**src/rtl/core/kpd_pkg.sv**
```systemverilog
`default_nettype none
package kpd_pkg;

    localparam int unsigned TICK_W     = 32;
    localparam int unsigned LINES_W    = 16;
    localparam int unsigned KEY_W      = 5;
    localparam int unsigned DEB_W      = 16;
    localparam int unsigned KEY_COUNT  = 16;

    localparam logic [DEB_W-1:0] DEBOUNCE_RESET = 16'd20;
    localparam logic [KEY_W-1:0] NO_KEY         = 5'd0;

    typedef logic [TICK_W-1:0]  t_tick;
    typedef logic [LINES_W-1:0] t_lines;
    typedef logic [KEY_W-1:0]   t_key;
    typedef logic [DEB_W-1:0]   t_deb;

    typedef struct packed {
        logic  adv;
        t_tick now_tick;
        t_key  raw_key;
    } t_step;

    typedef struct packed {
        t_key confirmed_key;
        logic held_flag;
    } t_result;

endpackage
`default_nettype wire

```
**src/rtl/core/kpd_if.sv**
```systemverilog
`default_nettype none
interface kpd_in_if;
    import kpd_pkg::*;
    logic   valid;
    logic   ready;
    t_tick  now_tick;
    t_lines key_lines;
    modport source (output valid, output now_tick, output key_lines, input ready);
    modport sink   (input valid, input now_tick, input key_lines, output ready);
endinterface

interface kpd_out_if;
    import kpd_pkg::*;
    logic valid;
    logic ready;
    t_key confirmed_key;
    logic held_flag;
    modport source (output valid, output confirmed_key, output held_flag, input ready);
    modport sink   (input valid, input confirmed_key, input held_flag, output ready);
endinterface

interface kpd_cfg_if;
    import kpd_pkg::*;
    logic valid;
    logic ready;
    t_deb data;
    modport source (output valid, output data, input ready);
    modport sink   (input valid, input data, output ready);
endinterface
`default_nettype wire

```
**src/rtl/core/kpd_encoder.sv**
```systemverilog
`default_nettype none
module kpd_encoder
    import kpd_pkg::*;
(
    input  wire t_lines i_lines,
    output t_key        o_key
);

    // lowest set bit wins
    always_comb begin
        o_key = NO_KEY;
        for (int b = KEY_COUNT - 1; b >= 0; b--) begin
            if (i_lines[b]) begin
                o_key = KEY_W'(b + 1);
            end
        end
    end

endmodule
`default_nettype wire

```
**src/rtl/core/kpd_fsm.sv**
```systemverilog
`default_nettype none
module kpd_fsm
    import kpd_pkg::*;
(
    input  wire         i_clk,
    input  wire         i_rst_n,
    input  wire t_step  i_step,
    input  wire t_deb   i_debounce,
    output t_result     o_result
);

    typedef enum logic [1:0] {
        ST_IDLE      = 2'd0,
        ST_PRESSED   = 2'd1,
        ST_CONFIRMED = 2'd2,
        ST_RELEASED  = 2'd3
    } t_phase;

    t_phase r_phase, n_phase;
    t_key   r_cand, n_cand;
    t_tick  r_start, n_start;
    logic   r_held, n_held;
    t_key   r_out_key, n_out_key;
    logic   r_out_held;

    t_tick  elapsed;
    logic   expired;
    logic   adv;
    t_tick  now;
    t_key   raw;

    assign adv     = i_step.adv;
    assign now     = i_step.now_tick;
    assign raw     = i_step.raw_key;
    assign elapsed = now - r_start;
    assign expired = elapsed >= {{(TICK_W-DEB_W){1'b0}}, i_debounce};

    always_comb begin
        n_phase   = r_phase;
        n_cand    = r_cand;
        n_start   = r_start;
        n_held    = r_held;
        n_out_key = NO_KEY;
        unique case (r_phase)
            ST_IDLE: begin
                if (raw != NO_KEY) begin
                    n_cand  = raw;
                    n_start = now;
                    n_phase = ST_PRESSED;
                end
            end
            ST_PRESSED: begin
                if (raw == r_cand) begin
                    if (expired) begin
                        n_held    = 1'b1;
                        n_phase   = ST_CONFIRMED;
                        n_out_key = r_cand;
                    end
                end else if (raw == NO_KEY) begin
                    n_phase = ST_IDLE;
                end else begin
                    n_cand  = raw;
                    n_start = now;
                end
            end
            ST_CONFIRMED: begin
                if (raw == NO_KEY) begin
                    n_start = now;
                    n_phase = ST_RELEASED;
                end
            end
            ST_RELEASED: begin
                if (raw == NO_KEY) begin
                    if (expired) begin
                        n_held  = 1'b0;
                        n_phase = ST_IDLE;
                    end
                end else begin
                    n_cand  = raw;
                    n_start = now;
                    n_phase = ST_PRESSED;
                end
            end
            default: begin
                n_phase = ST_IDLE;
            end
        endcase
    end

    always_ff @(posedge i_clk) begin
        if (!i_rst_n) begin
            r_phase    <= ST_IDLE;
            r_cand     <= NO_KEY;
            r_start    <= '0;
            r_held     <= 1'b0;
            r_out_key  <= NO_KEY;
            r_out_held <= 1'b0;
        end else if (adv) begin
            r_phase    <= n_phase;
            r_cand     <= n_cand;
            r_start    <= n_start;
            r_held     <= n_held;
            r_out_key  <= n_out_key;
            r_out_held <= n_held;
        end
    end

    assign o_result.confirmed_key = r_out_key;
    assign o_result.held_flag     = r_out_held;

    a_key_implies_held: assert property (@(posedge i_clk) disable iff (!i_rst_n)
        (r_out_key != NO_KEY) |-> r_out_held)
        else $error("confirmed key without held flag");

    a_no_repeat_confirm: assert property (@(posedge i_clk) disable iff (!i_rst_n)
        (adv && r_phase == ST_CONFIRMED) |=> (r_out_key == NO_KEY))
        else $error("key confirmed twice");

    a_pressed_has_cand: assert property (@(posedge i_clk) disable iff (!i_rst_n)
        (r_phase == ST_PRESSED) |-> (r_cand != NO_KEY))
        else $error("pressed phase with empty candidate");

    a_hold_when_stalled: assert property (@(posedge i_clk) disable iff (!i_rst_n)
        !adv |=> ($stable(r_phase) && $stable(r_start) && $stable(r_out_key)))
        else $error("state moved without an item");

endmodule
`default_nettype wire

```
**src/rtl/core/keypad_scan_debouncer_top.sv**
```systemverilog
// Channel | Dir | Payload                          | Handshake
// i_in    | in  | now_tick[31:0], key_lines[15:0]  | valid/ready
// o_out   | out | confirmed_key[4:0], held_flag    | valid/ready
// i_cfg   | in  | data[15:0] -> debounce_ticks     | valid/ready, ready always high
//
// One word per cycle sustained while the result is not stalled; a word passes
// the input register, then the debounce step into the result register.
// Reset (synchronous, i_rst_n low) sets phase idle, held clear, debounce 20.
// A stalled result holds the step stage; the input register still takes a
// word while it is empty, so ready falls only when both stages are full.
`default_nettype none
module keypad_scan_debouncer_top
    import kpd_pkg::*;
(
    input  wire       i_clk,
    input  wire       i_rst_n,
    kpd_in_if.sink    i_in,
    kpd_out_if.source o_out,
    kpd_cfg_if.sink   i_cfg
);

    logic    r_in_valid;
    t_tick   r_now;
    t_lines  r_lines;
    logic    r_out_valid;
    t_deb    r_debounce;
    logic    adv;
    t_key    raw_key;
    t_step   step;
    t_result result;

    assign adv        = r_in_valid && (!r_out_valid || o_out.ready);
    assign i_in.ready = !r_in_valid || adv;
    assign i_cfg.ready = 1'b1;

    always_ff @(posedge i_clk) begin
        if (!i_rst_n) begin
            r_in_valid  <= 1'b0;
            r_out_valid <= 1'b0;
            r_debounce  <= DEBOUNCE_RESET;
        end else begin
            if (i_in.ready) begin
                r_in_valid <= i_in.valid;
            end
            if (adv) begin
                r_out_valid <= 1'b1;
            end else if (o_out.ready) begin
                r_out_valid <= 1'b0;
            end
            if (i_cfg.valid) begin
                r_debounce <= i_cfg.data;
            end
        end
    end

    always_ff @(posedge i_clk) begin
        if (i_in.valid && i_in.ready) begin
            r_now   <= i_in.now_tick;
            r_lines <= i_in.key_lines;
        end
    end

    kpd_encoder u_encoder (
        .i_lines (r_lines),
        .o_key   (raw_key)
    );

    assign step.adv      = adv;
    assign step.now_tick = r_now;
    assign step.raw_key  = raw_key;

    kpd_fsm u_fsm (
        .i_clk      (i_clk),
        .i_rst_n    (i_rst_n),
        .i_step     (step),
        .i_debounce (r_debounce),
        .o_result   (result)
    );

    assign o_out.valid         = r_out_valid;
    assign o_out.confirmed_key = result.confirmed_key;
    assign o_out.held_flag     = result.held_flag;

endmodule
`default_nettype wire

```
**src/flat_wrapper.sv**
```systemverilog
// flat-port wrapper written by rule: the top's interface ports become plain ports
module keypad_scan_debouncer_top_flat import kpd_pkg::*;
  (i_clk, i_rst_n, i_in_valid, i_in_now_tick, i_in_key_lines, i_in_ready, o_out_valid, o_out_confirmed_key, o_out_held_flag, o_out_ready, i_cfg_valid, i_cfg_data, i_cfg_ready);
  kpd_in_if i_in_i ();
  kpd_out_if o_out_i ();
  kpd_cfg_if i_cfg_i ();
  input  wire i_clk;
  input  wire i_rst_n;
  input wire logic [$bits(i_in_i.valid)-1:0] i_in_valid;
  input wire logic [$bits(i_in_i.now_tick)-1:0] i_in_now_tick;
  input wire logic [$bits(i_in_i.key_lines)-1:0] i_in_key_lines;
  output wire logic [$bits(i_in_i.ready)-1:0] i_in_ready;
  output wire logic [$bits(o_out_i.valid)-1:0] o_out_valid;
  output wire logic [$bits(o_out_i.confirmed_key)-1:0] o_out_confirmed_key;
  output wire logic [$bits(o_out_i.held_flag)-1:0] o_out_held_flag;
  input wire logic [$bits(o_out_i.ready)-1:0] o_out_ready;
  input wire logic [$bits(i_cfg_i.valid)-1:0] i_cfg_valid;
  input wire logic [$bits(i_cfg_i.data)-1:0] i_cfg_data;
  output wire logic [$bits(i_cfg_i.ready)-1:0] i_cfg_ready;
  assign i_in_i.valid = i_in_valid;
  assign i_in_i.now_tick = i_in_now_tick;
  assign i_in_i.key_lines = i_in_key_lines;
  assign i_in_ready = i_in_i.ready;
  assign o_out_valid = o_out_i.valid;
  assign o_out_confirmed_key = o_out_i.confirmed_key;
  assign o_out_held_flag = o_out_i.held_flag;
  assign o_out_i.ready = o_out_ready;
  assign i_cfg_i.valid = i_cfg_valid;
  assign i_cfg_i.data = i_cfg_data;
  assign i_cfg_ready = i_cfg_i.ready;
  keypad_scan_debouncer_top u_core (.i_clk(i_clk), .i_rst_n(i_rst_n), .i_in(i_in_i), .o_out(o_out_i), .i_cfg(i_cfg_i));
endmodule
```
**config.mk**
```make
export PLATFORM = sky130hd
export DESIGN_NAME = keypad_scan_debouncer_top_flat
export DESIGN_NICKNAME = d
export VERILOG_FILES = /design/src/rtl/core/kpd_pkg.sv /design/src/rtl/core/kpd_if.sv /design/src/rtl/core/kpd_encoder.sv /design/src/rtl/core/kpd_fsm.sv /design/src/rtl/core/keypad_scan_debouncer_top.sv /design/src/flat_wrapper.sv
export SDC_FILE = /design/constraint.sdc
export NUM_CORES = 1
export LEC_CHECK = 0
export BUFFER_PORTS_ARGS = -buffer_cell sky130_fd_sc_hd__buf_2
export CAP_MARGIN = 10
export CORE_MARGIN = 2
export CORE_UTILIZATION = 53
export CTS_CLUSTER_SIZE = 16
export DETAILED_ROUTE_END_ITERATION = 16
export PLACE_DENSITY = 0.77
export REMOVE_ABC_BUFFERS = 1
export SETUP_SLACK_MARGIN = 0.1
export SLEW_MARGIN = 20
export SYNTH_ARGS = -nofsm -noshare
export SYNTH_HDL_FRONTEND = slang
export SYNTH_SLANG_ARGS = --single-unit
```
**constraint.sdc**
```tcl
create_clock -name i_clk -period 3.89 [get_ports i_clk]
set_input_delay 0.389 -clock i_clk [delete_from_list [all_inputs] [get_ports i_clk]]
set_output_delay 0.389 -clock i_clk [all_outputs]
set_load 0.02 [all_outputs]
```
After elaboration in Yosys (flattened, before gate mapping) --
Index checks and enable logic that the tools add are counted. Widths: inputs -> output; s select.
Word-level totals: flip-flop bits (word level) 111, output and inout port bits 9, logic and storage cells 85
Operators by class: multiplexer cells 43, reduce and logical (&&, ||, !) cells 16, order comparisons 1, equal/unequal tests 14, $add $sub $neg 1
Operator list (count):
- $mux 32 | 4
- $pmux 32 s4 | 1
- $mux 5 | 22
- $ge 32x16->1 | 1
- $sub 32x32->32 | 1
- $pmux 5 s3 | 1
- $mux 2 | 7
- $ne 2x2->1 const B | 7
- $reduce_and 6->1 | 2
- $ne 3x3->1 const B | 3
- $pmux 2 s4 | 1
- $reduce_and 4->1 | 2
- $mux 1 | 6
- $eq 5x5->1 | 1
- $logic_not 5->1 | 1
- $reduce_bool 5->1 | 1
- $eq 2x2->1 const B | 2
- $reduce_bool 2->1 | 2
- $reduce_bool 3->1 | 1
- $eq 2x1->1 const B | 1
- $logic_and 1x1->1 | 2
- $logic_not 1->1 | 2
- $logic_not 2->1 | 1
- $logic_or 1x1->1 | 2
- $pmux 1 s2 | 1

Depth between registers and ports, before layout --
word-level depth 20, mapped depth 20

Cells and area by module --
From an unflattened synthesis, not the netlist that was laid out.
Unflattened totals: cell total of the unflattened synthesis 693, area total of the unflattened synthesis 6696.4 sq um
Modules (own cells, without submodules):
- kpd_fsm | instances 1, sequential area each 900.9 sq um, area an instance 4381.7 sq um, cells an instance 552
- keypad_scan_debouncer_top | instances 1, sequential area each 1801.7 sq um, area an instance 2148.3 sq um, cells an instance 110
- kpd_encoder | instances 1, sequential area each 0.0 sq um, area an instance 166.4 sq um, cells an instance 31

Worst setup path after synthesis --
No wires, ideal clock.
path kind register -> register, start point reg u_core.r_now[0], end point reg with a tool-made name, library setup time 122 ps, period minus slack after synthesis 3988 ps, arrival 3866 ps, path buffers 1, cell stages (with the launch flop) 21, setup slack -98 ps, cell sequence edfxtp_1 inv_1 ha_1 fa_1 nand2b_1 a21oi_1 o21ai_2 o21bai_1 a21oi_1 xnor2_1 ha_1 a21o_1 a211oi_1 o211ai_1 a211oi_1 o31ai_1 nor4_2 o2111ai_1 and3_1 buf_6 a311o_1
RTL lines:
- from (decl) | RTL line keypad_scan_debouncer_top.sv:23 | t_tick r_now;
- from (signal assigned) | RTL line keypad_scan_debouncer_top.sv:58 | r_now <= i_in.now_tick;

==> impl_metrics.csv <==
group,metric,value,unit
synthesis,syn_area,0.00656,mm²
cells_and_area,multi_input_area,0.00360,mm²
run_status,outcome,"completed",
synthesis,ys.flop_type,"dfxtp_1",
worst_setup_path,startpoint_type,"register",
pwr,leakage,3.16,nW
floorplanning,core.rowCount,40,
min_path,min_to,"u_core.r_now[22]",
cells_and_area,fillers,980,
drt,vias_per_cell,5.56,
clock_network,cts_tree,"done",
floorplanning,io_pins,78,
worst_setup_path,cp_top_family,"compound AO/OA/AOI/OAI gates",
timing,finalHoldViolCount,0,
timing,min_period,3.88,ns
grt,grt_util_all_layers,23.9,%
grt,grt.busiest_layer,"met2",
grt,grt_use_met2,41.6,%
min_path,min-delay-start,"i_in_now_tick[22]",
drt,drtPass1Iterations,5,
pwr,ir_drop,0.000394,V
synthesis,ys_types,63,
grt,grt_pass1_vias,5465,
timing,skew,0.00883,ns
floorplanning,die_area,0.0133,mm²
timing,grt_setup_unrepaired,"yes",
clock_network,h-tree-depth,3,
timing,layout_worst_path_cycle_share,99.7,%
synthesis,ys_seq_elements,111,
run,max-cap-violations,0,
worst_setup_path,slowest_delay,0.36,ns
worst_setup_path,reg2reg_from,"u_core.r_now[0]",
cells_and_area,finish.net_count,944,
place,gp_congestion,0.973,
grt,grt_overflow_total,0,
worst_setup_path,critPathSlowestCell,"fa_2",
worst_setup_path,r2r_cells,19,
synthesis,synth.avg_cell_area,9.03,µm²
floorplanning,start_util,54.4,%
min_path,min_path_cells,1,
timing,fin_tns_setup,0,ns
clock_network,clk_pin_slew,0.07,ns
drt,dr_total_vias,5562,
timing,final.setup.worst_slack,0.0113,ns
pwr,p_total,3.02,mW
worst_setup_path,crit_buf_inv,2,
grt,grt_use_met3,4.74,%
worst_setup_path,critPathCaptureType,"register",
pwr,p_per_area,389,mW/mm²
floorplanning,die_w,115,µm
clock_network,cts.sinks,111,
timing,relSlewSlack,46.8,%
cells_and_area,finish.utilization,64.4,%
worst_setup_path,worst-path-max-fanout,7,
clock_network,cts_buffer_depth,2,
floorplanning,coreArea,0.0121,mm²
timing,setup_violations,0,
place,post-dp-hpwl,11400,µm
floorplanning,die_h,115,µm
synthesis,yosys_warnings,0,
timing,drv_slew,0,
worst_setup_path,critPathKind,"register to register",
drt,detail_route.drc_violations,0,
synthesis,synth-edff-count,48,
timing,worst_pin_slew,0.792,ns
drt,drtIter0Drc,284,
clock_network,numCtsBuffers,9,
drt,wl_per_cell,15.0,µm
place,place_ws,-0.457,ns
clock_network,clk_latency,0.36,ns
place,portBuffers,76,
grt,use_met1,30.2,%
clock_network,clockRootBuffer,"clkbuf_16",
worst_setup_path,cp_cell_sequence,"inv_2 > ha_4 > fa_2 > nand2b_4 > a21oi_4 > buf_6 > o21a_1 > nor3_1 > xnor2_1 > ha_1 > a21o_1 > a21oi_1 > o211ai_1 > a211oi_1 > o31ai_1 > nor4_2 > o2111ai_2 > and3_4 > a311o_1",
drt,antenna_left,0,
cells_and_area,area_growth,18.3,%
worst_setup_path,reg2reg_slack,0.01,ns
min_path,worstHoldPathType,"input pin to register",
synthesis,synthCells,727,
grt,grt_max_degree,65,
synthesis,synth-seq-area-share,41.2,%
worst_setup_path,crit_required,4.15,ns
cells_and_area,final_layout_size_suffix_gt1_share,21.2,%
synthesis,synthArstFlopShare,0,%
cells_and_area,seqCellArea,0.00270,mm²
cells_and_area,layout_common_cells,"nand2_1 (76), buf_2 (76), dfxtp_1 (62)",
worst_setup_path,critPathArrivalTime,4.13,ns
timing,max_freq,258,MHz
cells_and_area,n_antenna_cell,0,
drt,routed_wl,15000,µm
grt,antenna_found_initial,0,
grt,grt_pass1_wl,25100,µm
==> per-layer routing <==
| layer | up-vias | wire [µm] |
|---|---|---|
| li1 | 2812 | - |
| met1 | 2601 | 6840 |
| met2 | 131 | 7330 |
| met3 | 18 | 666 |
| met4 | 0 | 219 |
| met5 | - | 0 |
==> synthesized netlist by cell type, types with 3 or more instances <==
master	instances	area share [%]
and3_1	6	0.57
nor2b_1	5	0.48
o2111ai_1	4	0.53
o31ai_1	8	0.92
or3_1	4	0.38
a32o_1	5	0.76
mux2i_1	22	3.4
ha_1	47	9.0
dfxtp_1	63	19
o21ai_1	9	0.69
nor2_1	52	3.0
nand2_1	76	4.3
o21a_1	6	0.69
a21o_1	13	1.5
clkbuf_1	18	1.0
o21bai_1	8	0.92
o211ai_1	5	0.57
xnor2_1	19	2.5
inv_1	60	3.4
o21ai_0	50	3.8
and2_1	4	0.38
nor4_1	3	0.29
xor2_1	4	0.53
buf_2	9	0.69
edfxtp_1	48	22
a21oi_1	48	3.7
nand2b_1	7	0.67
o211a_1	6	0.92
nor3_1	11	0.84
a21oi_2	5	0.67
a211oi_1	9	1.0
nand3_1	40	3.1
nand4_1	12	1.1
==> stage by stage <==
| stage | area, µm² | hold WS [ns] | cells |
|---|---|---|---|
| global route | 7760 | 0.183 | 1000 |
| floorplan | 6420 | 0.443 | 696 |
| CTS | 7750 | 0.182 | 999 |
| finish | 7760 | 0.195 | 1000 |
| detailed placement | 7310 | 0.463 | 978 |
| global placement | 7310 | 0.453 | 978 |
==> layout make-up <==
type,instances,share of cell area [%]
Sequential cell,111,34.8
Inverter,60,2.90
Multi-Input combinational cell,525,46.4
Timing Repair Buffer,120,9.20
Clock buffer,10,3.08
Clock inverter,6,0.935
Tap cell,168,2.71
==> power breakdown <==
| group | internal, mW | switching, mW | total (mW) |
|---|---|---|---|
| registers | 1.28 | 0.0372 | 1.32 |
| logic | 0.323 | 0.413 | 0.735 |
| clock network | 0.527 | 0.440 | 0.967 |
==> cells by family after synthesis <==
| group | Yosys count | share of synthesized area, % |
|---|---|---|
| mux | 23 | 3.53 |
| simple gates | 232 | 16.8 |
| fa+ha+maj | 48 | 9.27 |
| compound gates | 198 | 20.5 |
| other cells | 1 | 0.0571 |
| buf+inv | 91 | 5.55 |
| flops | 111 | 41.2 |
| xor+xnor | 23 | 3.07 |
==> registers in the layout, summed over array words and instances, names as in the netlist, named ones only <==
name / cells
u_core.r_now: 32
u_core.u_fsm.r_start: 32
u_core.r_debounce: 16
u_core.r_lines: 16
u_core.u_fsm.r_cand: 5
u_core.u_fsm.r_out_key: 5
u_core.o_out.valid: 1
u_core.r_in_valid: 1
u_core.u_fsm.r_out_held: 1
u_core.u_fsm.r_phase: 1
==> worst max-delay path by stage <==
stage | from | to | slack [ns] | cells past startpoint
after floorplan | u_core.r_now[0] | register | -0.05 | 19
after global placement | u_core.r_now[0] | register | -0.29 | 19
after detailed placement | u_core.r_now[0] | register | -0.46 | 18
after CTS | u_core.r_now[0] | register | 0.02 | 19
after global routing | u_core.r_now[0] | register | -0.21 | 19
final | u_core.r_now[0] | register | 0.01 | 19
==> repair_timing <==
action,CTS,global route
pin swaps,24,4
gates cloned,0,0
gates resized for setup,20,2
hold endpoints to repair,0,0
endpoints found under the setup margin,8,8
buffers inserted,5,1
hold buffers,0,0
(Power assumes the default switching activity.)
